**config.mk**
```make
export PLATFORM = sky130hd
export DESIGN_NAME = selective_repeat_receiver
export DESIGN_NICKNAME = d
export VERILOG_FILES = /design/src/hw/rtl/srr_pkg.sv /design/src/hw/rtl/srr_ram.sv /design/src/hw/rtl/srr_dp.sv /design/src/hw/rtl/srr_ctrl.sv /design/src/hw/rtl/selective_repeat_receiver.sv
export SDC_FILE = /design/constraint.sdc
export NUM_CORES = 1
export LEC_CHECK = 0
export ABC_AREA = 1
export BUFFER_PORTS_ARGS = -buffer_cell sky130_fd_sc_hd__buf_2
export CORE_ASPECT_RATIO = 1.5
export CORE_MARGIN = 5
export CORE_UTILIZATION = 57
export DETAILED_ROUTE_END_ITERATION = 12
export PLACE_DENSITY = 0.77
export SLEW_MARGIN = 40
export SYNTH_ARGS = -nofsm -noshare
export SYNTH_HDL_FRONTEND = slang
export SYNTH_HIERARCHICAL = 1
export SYNTH_SLANG_ARGS = --single-unit
```
**constraint.sdc**
```tcl
create_clock -name clk -period 3.85 [get_ports clk]
set_clock_uncertainty 0.2 [all_clocks]
set_input_delay 0.5775 -clock clk [delete_from_list [all_inputs] [get_ports clk]]
set_output_delay 0.5775 -clock clk [all_outputs]
set_load 0.02 [all_outputs]
```
**src/hw/rtl/srr_pkg.sv**
```systemverilog
// Shared types, codes and constants for the selective repeat receiver.
package srr_pkg;

  localparam int CFG_INDEX_W = 4;

  localparam logic [CFG_INDEX_W-1:0] REG_WINDOW_SIZE    = 4'd0;
  localparam logic [CFG_INDEX_W-1:0] REG_MESSAGE_LENGTH = 4'd1;

  localparam logic [5:0] WINDOW_SIZE_RESET = 6'd32;

  localparam logic KIND_DATA = 1'b0;
  localparam logic KIND_ACK  = 1'b1;

  typedef struct packed {
    logic        frame_valid;
    logic [31:0] frame_seq;
    logic [7:0]  frame_data;
  } srr_frame_t;

  typedef struct packed {
    logic        kind;
    logic [7:0]  out_byte;
    logic [31:0] ack_next_seq;
    logic [5:0]  ack_window;
    logic        message_complete;
    logic        last;
  } srr_result_t;

  typedef enum logic [2:0] {
    ST_IDLE,
    ST_DIST,
    ST_STORE,
    ST_READ,
    ST_EMIT,
    ST_ACK
  } srr_state_t;

  typedef struct packed {
    logic load_frame;
    logic calc;
    logic store;
    logic read;
    logic emit_byte;
    logic emit_ack;
  } srr_cmd_t;

  typedef struct packed {
    logic frame_ok;
    logic slot_full;
    logic out_free;
  } srr_status_t;

endpackage

```
**src/hw/rtl/srr_ram.sv**
```systemverilog
// Generic single write port RAM with one registered read port.
module srr_ram #(
  parameter int WIDTH = 8,
  parameter int DEPTH = 32
) (
  input  logic                     clk,
  input  logic                     we,
  input  logic [$clog2(DEPTH)-1:0] wr_addr,
  input  logic [WIDTH-1:0]         wr_data,
  input  logic                     re,
  input  logic [$clog2(DEPTH)-1:0] rd_addr,
  output logic [WIDTH-1:0]         rd_data
);

  logic [WIDTH-1:0] mem [DEPTH];

  always_ff @(posedge clk) begin
    if (we) begin
      mem[wr_addr] <= wr_data;
    end
    if (re) begin
      rd_data <= mem[rd_addr];
    end
  end

endmodule

```
**src/hw/rtl/srr_dp.sv**
```systemverilog
// Datapath: window check, reorder store, in-order drain and result register.
module srr_dp #(
  parameter int WINDOW_DEPTH = 32
) (
  input  logic                           clk,
  input  logic                           rst,
  input  srr_pkg::srr_cmd_t              cmd,
  output srr_pkg::srr_status_t           status,
  input  srr_pkg::srr_frame_t            rx_frame,
  input  logic                           cfg_write,
  input  logic [srr_pkg::CFG_INDEX_W-1:0] cfg_index,
  input  logic [31:0]                    cfg_data,
  output logic                           dl_valid,
  input  logic                           dl_ready,
  output srr_pkg::srr_result_t           dl_result
);
  import srr_pkg::*;

  localparam int IDX_W = $clog2(WINDOW_DEPTH);

  srr_frame_t               frame;
  logic [31:0]              seq_dist;
  logic [31:0]              span_hi;
  logic [31:0]              next_expected;
  logic [31:0]              recv_high_mark;
  logic [31:0]              delivered_count;
  logic [IDX_W-1:0]         ne_idx;
  logic [WINDOW_DEPTH-1:0]  slot_full;
  logic [5:0]               window_size;
  logic [31:0]              message_length;
  srr_result_t              out_r;
  logic                     out_valid;

  logic [5:0]               win;
  logic                     frame_ok;
  logic [IDX_W:0]           slot_sum;
  logic [IDX_W-1:0]         slot_idx;
  logic [31:0]              delivered_next;
  logic [31:0]              span_ack;
  logic [5:0]               free_win;
  logic [7:0]               rd_byte;
  logic                     out_free;

  // The window never exceeds the number of reorder slots.
  assign win = (32'(window_size) > 32'(WINDOW_DEPTH)) ? 6'(WINDOW_DEPTH) : window_size;
  assign frame_ok = frame.frame_valid && (seq_dist < {26'd0, win});

  // The frame lies within one depth of next_expected, so its slot follows
  // from the slot of next_expected by one add and one wrap.
  assign slot_sum = {1'b0, ne_idx} + {1'b0, seq_dist[IDX_W-1:0]};
  assign slot_idx = (slot_sum >= (IDX_W+1)'(WINDOW_DEPTH)) ?
                    IDX_W'(slot_sum - (IDX_W+1)'(WINDOW_DEPTH)) : IDX_W'(slot_sum);

  assign delivered_next = (delivered_count == 32'hFFFF_FFFF) ?
                          delivered_count : delivered_count + 32'd1;
  assign span_ack = recv_high_mark - next_expected;
  assign free_win = (span_ack > {26'd0, win}) ? 6'd0 : win - span_ack[5:0];
  assign out_free = !out_valid || dl_ready;

  assign status.frame_ok  = frame_ok;
  assign status.slot_full = slot_full[ne_idx];
  assign status.out_free  = out_free;

  assign dl_valid  = out_valid;
  assign dl_result = out_r;

  srr_ram #(
    .WIDTH (8),
    .DEPTH (WINDOW_DEPTH)
  ) u_slot_ram (
    .clk     (clk),
    .we      (cmd.store && frame_ok),
    .wr_addr (slot_idx),
    .wr_data (frame.frame_data),
    .re      (cmd.read),
    .rd_addr (ne_idx),
    .rd_data (rd_byte)
  );

  always_ff @(posedge clk) begin
    if (cmd.load_frame) begin
      frame <= rx_frame;
    end
    if (cmd.calc) begin
      seq_dist <= frame.frame_seq - next_expected;
      span_hi  <= recv_high_mark - next_expected;
    end
    if (cmd.emit_byte) begin
      out_r.kind             <= KIND_DATA;
      out_r.out_byte         <= rd_byte;
      out_r.ack_next_seq     <= 32'd0;
      out_r.ack_window       <= 6'd0;
      out_r.message_complete <= (delivered_next >= message_length);
      out_r.last             <= 1'b0;
    end else if (cmd.emit_ack) begin
      out_r.kind             <= KIND_ACK;
      out_r.out_byte         <= 8'd0;
      out_r.ack_next_seq     <= next_expected;
      out_r.ack_window       <= free_win;
      out_r.message_complete <= (delivered_count >= message_length);
      out_r.last             <= 1'b1;
    end
  end

  always_ff @(posedge clk) begin
    if (rst) begin
      next_expected   <= 32'd0;
      recv_high_mark  <= 32'd0;
      delivered_count <= 32'd0;
      ne_idx          <= '0;
      slot_full       <= '0;
      window_size     <= WINDOW_SIZE_RESET;
      message_length  <= 32'd0;
      out_valid       <= 1'b0;
    end else begin
      if (cfg_write) begin
        unique case (cfg_index)
          REG_WINDOW_SIZE:    window_size    <= cfg_data[5:0];
          REG_MESSAGE_LENGTH: message_length <= cfg_data;
          default: ;
        endcase
      end
      if (cmd.store && frame_ok) begin
        slot_full[slot_idx] <= 1'b1;
        if (seq_dist >= span_hi) begin
          recv_high_mark <= frame.frame_seq + 32'd1;
        end
      end
      if (cmd.emit_byte) begin
        slot_full[ne_idx] <= 1'b0;
        next_expected     <= next_expected + 32'd1;
        delivered_count   <= delivered_next;
        ne_idx            <= (ne_idx == IDX_W'(WINDOW_DEPTH - 1)) ? '0 : ne_idx + 1'b1;
      end
      if (cmd.emit_byte || cmd.emit_ack) begin
        out_valid <= 1'b1;
      end else if (dl_ready) begin
        out_valid <= 1'b0;
      end
    end
  end

  a_byte_from_full_slot: assert property (@(posedge clk) disable iff (rst)
    cmd.emit_byte |-> slot_full[ne_idx])
    else $error("byte released from an empty slot");

  a_store_marks_slot: assert property (@(posedge clk) disable iff (rst)
    (cmd.store && frame_ok) |=> slot_full[$past(slot_idx)])
    else $error("stored frame did not mark its slot");

  a_ack_is_last: assert property (@(posedge clk) disable iff (rst)
    cmd.emit_ack |=> (out_valid && out_r.last && out_r.kind == KIND_ACK))
    else $error("acknowledgement not presented as the final beat");

endmodule

```
**src/hw/rtl/srr_ctrl.sv**
```systemverilog
// Controller state machine sequencing check, store, drain and acknowledgement.
module srr_ctrl (
  input  logic                  clk,
  input  logic                  rst,
  input  logic                  rx_valid,
  output logic                  rx_ready,
  output srr_pkg::srr_cmd_t     cmd,
  input  srr_pkg::srr_status_t  status
);
  import srr_pkg::*;

  srr_state_t state;
  srr_state_t state_next;

  always_ff @(posedge clk) begin
    if (rst) begin
      state <= ST_IDLE;
    end else begin
      state <= state_next;
    end
  end

  always_comb begin
    state_next = state;
    cmd        = '0;
    rx_ready   = 1'b0;
    unique case (state)
      ST_IDLE: begin
        rx_ready = 1'b1;
        if (rx_valid) begin
          cmd.load_frame = 1'b1;
          state_next     = ST_DIST;
        end
      end
      ST_DIST: begin
        cmd.calc   = 1'b1;
        state_next = ST_STORE;
      end
      ST_STORE: begin
        cmd.store  = 1'b1;
        state_next = status.frame_ok ? ST_READ : ST_IDLE;
      end
      ST_READ: begin
        if (status.slot_full) begin
          cmd.read   = 1'b1;
          state_next = ST_EMIT;
        end else begin
          state_next = ST_ACK;
        end
      end
      ST_EMIT: begin
        if (status.out_free) begin
          cmd.emit_byte = 1'b1;
          state_next    = ST_READ;
        end
      end
      ST_ACK: begin
        if (status.out_free) begin
          cmd.emit_ack = 1'b1;
          state_next   = ST_IDLE;
        end
      end
      default: state_next = ST_IDLE;
    endcase
  end

endmodule

```
**src/hw/rtl/selective_repeat_receiver.sv**
```systemverilog
// Top level of the selective repeat receiver: controller, datapath and ports.
// An accepted frame is loaded, then its sequence distance is computed, then it is stored.
// Each released byte is read from the slot RAM, then loaded into the result register; the
// acknowledgement is loaded last. Either load waits while the result register is still held.
// A rejected frame is dropped after the store state and produces no beat.
// Reset (synchronous, active high) clears sequence state, counters and all slot full bits at once.
module selective_repeat_receiver #(
  parameter int WINDOW_DEPTH = 32
) (
  input  logic                            clk,
  input  logic                            rst,
  input  logic                            rx_valid,
  output logic                            rx_ready,
  input  srr_pkg::srr_frame_t             rx_frame,
  input  logic                            cfg_valid,
  output logic                            cfg_ready,
  input  logic [srr_pkg::CFG_INDEX_W-1:0] cfg_index,
  input  logic [31:0]                     cfg_data,
  output logic                            dl_valid,
  input  logic                            dl_ready,
  output srr_pkg::srr_result_t            dl_result
);
  import srr_pkg::*;

  srr_cmd_t    cmd;
  srr_status_t status;

  // Registers are written only while the receiver is idle.
  assign cfg_ready = rx_ready && !rx_valid;

  srr_ctrl u_ctrl (
    .clk      (clk),
    .rst      (rst),
    .rx_valid (rx_valid),
    .rx_ready (rx_ready),
    .cmd      (cmd),
    .status   (status)
  );

  srr_dp #(
    .WINDOW_DEPTH (WINDOW_DEPTH)
  ) u_dp (
    .clk       (clk),
    .rst       (rst),
    .cmd       (cmd),
    .status    (status),
    .rx_frame  (rx_frame),
    .cfg_write (cfg_valid && cfg_ready),
    .cfg_index (cfg_index),
    .cfg_data  (cfg_data),
    .dl_valid  (dl_valid),
    .dl_ready  (dl_ready),
    .dl_result (dl_result)
  );

endmodule

```
Yosys cells after proc, flatten, opt, wreduce, memory -nomap -nowiden
Memory sizes are Yosys's and may differ from the RTL's. A register that Yosys moved wholly into a read port is not among the register bits.
Index checks and enable logic that the tools add are counted.
{"block": "op_classes", "muxes": 36, "magnitude_cmp": 11, "n_bitwise": 3, "eq_ne": 11, "n_reduce_logical": 18, "addsub": 9}
{"cell": "2-to-1 mux 32 bit", "count": 4}
{"cell": "adder 32 x 1 -> 32 bit (second input constant)", "count": 3}
{"cell": "greater-or-equal comparator 32 bit", "count": 3}
{"cell": "2-to-1 mux 48 bit", "count": 2}
{"cell": "subtractor 32 bit", "count": 2}
{"cell": "AND 32 bit", "count": 1}
{"cell": "== test 32 bit (second input constant)", "count": 1}
{"cell": "> comparator 32 x 6 -> 1 bit", "count": 1}
{"cell": "less-than comparator 32 x 6 -> 1 bit", "count": 1}
{"cell": "NOT 32 bit", "count": 1}
{"cell": "OR 32 bit", "count": 1}
{"cell": "2-to-1 mux 1 bit", "count": 18}
{"cell": "case mux 3 bit (6 select lines)", "count": 1}
{"cell": "less-than comparator 5 x 6 -> 1 bit (second input constant)", "count": 2}
{"cell": "2-to-1 mux 6 bit", "count": 2}
{"cell": "demux 1 bit (select 5 bit)", "count": 2}
{"cell": "greater-or-equal comparator 5 x 1 -> 1 bit (second input constant)", "count": 2}
{"cell": "2-to-1 mux 5 bit", "count": 2}
{"cell": "2-to-1 mux 3 bit", "count": 3}
{"cell": "adder 5 x 5 -> 6 bit", "count": 1}
{"cell": "== test 3 x 2 -> 1 bit (second input constant)", "count": 2}
{"cell": "== test 3 bit (second input constant)", "count": 2}
{"cell": "greater-or-equal comparator 6 bit (second input constant)", "count": 1}
{"cell": "> comparator 6 bit (second input constant)", "count": 1}
{"cell": "other kinds (18)", "count": 29}
{"block": "totals", "reg_bits": 328, "ramBits": 256, "output_inout_bits": 52, "memories": 1, "wordCells": 108, "inputBits": 82}
{"memory": "u_dp.u_slot_ram.mem", "words": 32, "width": 8, "rd": 1, "rd_clocked_by_memory_dff": 1, "wr": 1, "line_no": "srr_ram.sv:15", "rtl": "logic [WIDTH-1:0] mem [DEPTH];"}

Logic depth before layout (Yosys ltp)
{"block": "logic_depth", "ltp_word": 12, "mapped_depth": 21, "ltp_nobuf": 20}

Cells and area by module
Netlist, hierarchy kept.
{"mod": "srr_dp", "n_inst": 1, "seq_area_each_um2": 7647.3, "area_per_inst_um2": 20998.9, "cells_each": 2882}
{"mod": "srr_ram", "n_inst": 1, "seq_area_each_um2": 7927.6, "area_per_inst_um2": 10866.7, "cells_each": 922}
{"mod": "srr_ctrl", "n_inst": 1, "seq_area_each_um2": 60.1, "area_per_inst_um2": 225.2, "cells_each": 39}
{"mod": "selective_repeat_receiver", "n_inst": 1, "seq_area_each_um2": 0.0, "area_per_inst_um2": 23.8, "cells_each": 5}

Worst setup path after synthesis
Ideal clock, no wire load.
{"block": "synth_timing", "path_kind": "input-to-reg", "startpoint": "input rx_valid", "endpoint": "register u_dp/frame[0] in the netlist's numbering, enable pin", "setup_time_ns": 0.490, "n_path_buf": 0, "slack_ns": -0.275, "path_stages": 2, "t_required_ns": 3.160, "arrival_time_ns": 3.435, "path_cell_list": "inv_1 > nor3_1"}
{"item": "start, declared", "line_no": "selective_repeat_receiver.sv:12", "rtl": "input logic rx_valid,"}
{"item": "end signal, assigned", "line_no": "srr_dp.sv:82", "rtl": "frame <= rx_frame;"}
{"item": "end, declared", "line_no": "srr_dp.sv:21", "rtl": "srr_frame_t frame;"}

==> results by group <==
Min path
  • Worst Hold Class: in -> reg
  • Hold endpoint: u_dp/message_length[16]
  • WHS Path Cells: 3
  • Worst hold start: cfg_data[16]

Critical path
  • CP max stage cell: nor2_1
  • FF-to-FF Start: u_dp/window_size[5]
  • Crit-path cells: inv_1 > ha_1 > a2111oi_0 > nand4_1 > a21oi_1 > and2_1 > nand3_1 > buf_4 > nor2_1
  • Critical R2R Capture: u_dp/u_slot_ram/mem[14][7]
  • WP data required: 3910 ps
  • Kind of critical path: reg -> reg
  • Worst path bufs/invs: 2
  • Critical path launch point type: register
  • CP delay by family, top: simple AND/OR/NAND/NOR gates
  • Reg2Reg Setup Slack: 280 ps
  • Crit path DAT: 3630 ps
  • Reg2Reg Depth: 9
  • Max incr delay on CP: 530 ps
  • Max FO, Critical Path: 8
  • Worst Setup SP: u_dp/window_size[5]
  • Setup crit end kind: register

Layout
  • Layout Utilization: 0.642
  • Layout cells sized above 1: 0.0882
  • Design area: 35900 um2
  • Syn-to-layout area delta: 11.7%
  • NumNets Final: 4295
  • Number of diodes: 0

Synthesis
  • Post-Synth XOR/XNOR Area: 0.0275
  • YS warnings: 6
  • Compound-cell area share of the yosys netlist: 0.0903
  • EDFF count, synth: 378
  • Ys flop type: edfxtp_1
  • Syn_area_per_cell: 8.35 um2
  • Largest family of logic cells by synthesized area: simple AND/OR/NAND/NOR gates
  • Syn Nets: 4120
  • Distinct cells, synth: 53
  • Area contributors post-synth: edfxtp_1 (35%), dfxtp_1 (13%), nand2_1 (11%), ha_1 (7.2%), inv_1 (5.9%)
  • Seq/Total Area, Yosys: 0.487
  • Post-synthesis simple-gate area fraction: 0.238
  • Cell taking the most area after synthesis: edfxtp_1
  • Most common cell in the synthesized netlist: nand2_1
  • Synthesized instance count: 3848
  • Post-synthesis mux area share: 0
  • Adder-Cell Fraction of Synth Area: 0.0750
  • FF+latch count, synth: 592
  • Most instantiated cells after synthesis: nand2_1 (960), inv_1 (501), edfxtp_1 (378), nor2_1 (322), nand3_1 (311)
  • Post-synth top area share: 0.353
  • Cell Area, Synth: 32100 um2
  • Post-synth ARST share: 0

Timing
  • Unrepaired setup endpoints after global routing: false
  • Worst-Margin Slew: 775 ps
  • Max Clk Rate: 280 MHz
  • Final setup vio count: 0
  • Final Hold Vio Count: 0
  • Worst rel slew slack: 0.483
  • Max-slew violations: 0
  • Setup TNS: 0 ps
  • Worst hold slack: 38.4 ps
  • Post-layout min period: 3570 ps
  • Period utilization: 0.927

Drt
  • DR top layer: met4
  • WL met3: 5060 um
  • Initial DRC count: 1785
  • Via density: 5.52
  • M1 WL: 30800 um
  • DRC: 0
  • Vias: 26613
  • Met2 wire len: 46200 um
  • Drt pass-1 iters: 6
  • Avg WL per Cell: 18.8 um
  • DRT Wirelength: 90800 um
  • Final ANT Viol Nets: 0

CTS
  • Clock transition at path regs: 60 ps
  • Post-CTS Setup Bufs: 0
  • Num Clock Sinks: 592
  • H-Tree Depth: 2
  • CTS Buf Count: 56
  • Clk_lat worst skew: 640 ps
  • TritonCTS clock tree: yes
  • CTS root buf: clkbuf_16
  • Max clock buf depth: 3

Pwr
  • Switching share of power: 0.244
  • Leak: 0.0154 uW
  • Clock Power Share: 0.410
  • Net switching power: 3390 uW
  • Pwr Total: 13900 uW
  • Peak VDD IR: 397 uV
  • Power Density: 388 nW/um2
  • Power Internal: 10500 uW
  • Combinational Power Share: 0.083
  • Seq pwr share: 0.507

Placement
  • Post-DP HPWL: 66500 um
  • Port Buffers: 133
  • GP Congestion: 1.01
  • Placed Area: 33500 um2

Die
  • Die width: 204 um
  • Std-Cell Rows: 106
  • Die H: 301 um
  • Die area: 61300 um2
  • IO Count: 134
  • Initial Util: 0.575
  • Core ar.: 55800 um2

Global route
  • Largest net degree at the start of global routing: 129
  • Total GRT Usage: 0.293
  • Vias in the first global route: 26613
  • Initial antenna violation count: 0
  • First-pass GRT wire length: 141000 um
  • Remaining global-route overflow: 0

Run status
  • Status: finished, final reports clean

Job
  • Max cap viols: 0
==> kinds of logic (layout without fill, tap and decap cells) <==
kind of cell,Yosys count,after routing
AOI/OAI and AO/OA,541,541
xor gates and xnor gates,101,101
and+or+nand+nor,1792,1792
buffers and inverters,632,853
DFF,592,592
adders and majority gates,190,190
==> worst min-delay path: stages <==
cell,delay (ps)
buf_2,70
o21ai_0,70
a21oi_1,100
==> worst max path at each step <==
stage / to / slack [ps] / cells after the start
floorplan: u_dp/u_slot_ram/mem[4][0] / 790 / 9
global route: u_dp/dl_result[1] / 50 / 18
finish: u_dp/u_slot_ram/mem[14][7] / 280 / 9
global placement: u_dp/dl_result[1] / 530 / 18
CTS: u_dp/u_slot_ram/mem[14][7] / 330 / 9
detailed placement: u_dp/u_slot_ram/mem[19][1] / 410 / 10
==> cells in the final DEF (no fill, tap or decap), types with 21 or more instances in the layout <==
cell type / n
a21oi_1: 244
buf_2: 133
buf_4: 54
clkbuf_16: 59
dfxtp_1: 212
dlygate4sd3_1: 42
edfxtp_1: 378
ha_1: 186
inv_1: 498
nand2_1: 960
nand3_1: 311
nand4_1: 37
nor2_1: 320
nor3_1: 65
nor4_1: 21
o21ai_0: 215
xnor2_1: 30
xor2_1: 71
==> state kept, by name (all words and copies together) (netlist names) <==
| name | flops |
|---|---|
| u_ctrl/state | 3 |
| u_dp/delivered_count | 32 |
| u_dp/dl_result | 48 |
| u_dp/dl_valid | 1 |
| u_dp/frame | 41 |
| u_dp/message_length | 32 |
| u_dp/ne_idx | 5 |
| u_dp/next_expected | 32 |
| u_dp/recv_high_mark | 32 |
| u_dp/seq_dist | 32 |
| u_dp/slot_full | 32 |
| u_dp/span_hi | 32 |
| u_dp/u_slot_ram/mem | 256 |
| u_dp/u_slot_ram/rd_data | 8 |
| u_dp/window_size | 6 |
==> through the flow <==
stage          cells  worst slack, ps
2_1_floorplan   3848              790
3_3_place_gp    4679              534
3_5_place_dp    4679              405
4_1_cts         4825              332
5_1_grt         4825             45.4
6_report        4825              283
==> layer usage <==
metal  vias to the layer above  track usage
li1                      13087            -
met1                     12123        0.297
met2                      1020        0.534
met3                       383       0.0390
met4                         0        0.235
met5                         -            0
==> final cells by class <==
cell class | count | area (um2)
clock buffer | 68 | 1540
clock inverter | 36 | 382
fill | 4634 | 20000
inverter | 517 | 1940
multi-input combinational | 2624 | 13900
sequential | 592 | 15600
tap | 756 | 946
timing repair buffer | 232 | 1530
==> power groups by stage <==
stage / Combinational [uW] / Sequential (uW) / Clock, uW
after floorplan: 679 / 7160 / 0
after global placement: 1080 / 7180 / 0
after detailed placement: 1100 / 7180 / 0
after CTS: 1140 / 7040 / 5810
after global routing: 1270 / 7050 / 6050
final: 1150 / 7050 / 5700
==> repair_timing <==
action,4_1_cts,5_1_grt
gates resized for setup,0,0
hold endpoints to repair,42,0
hold buffers,42,0
Power figures use the tool's default switching activity.
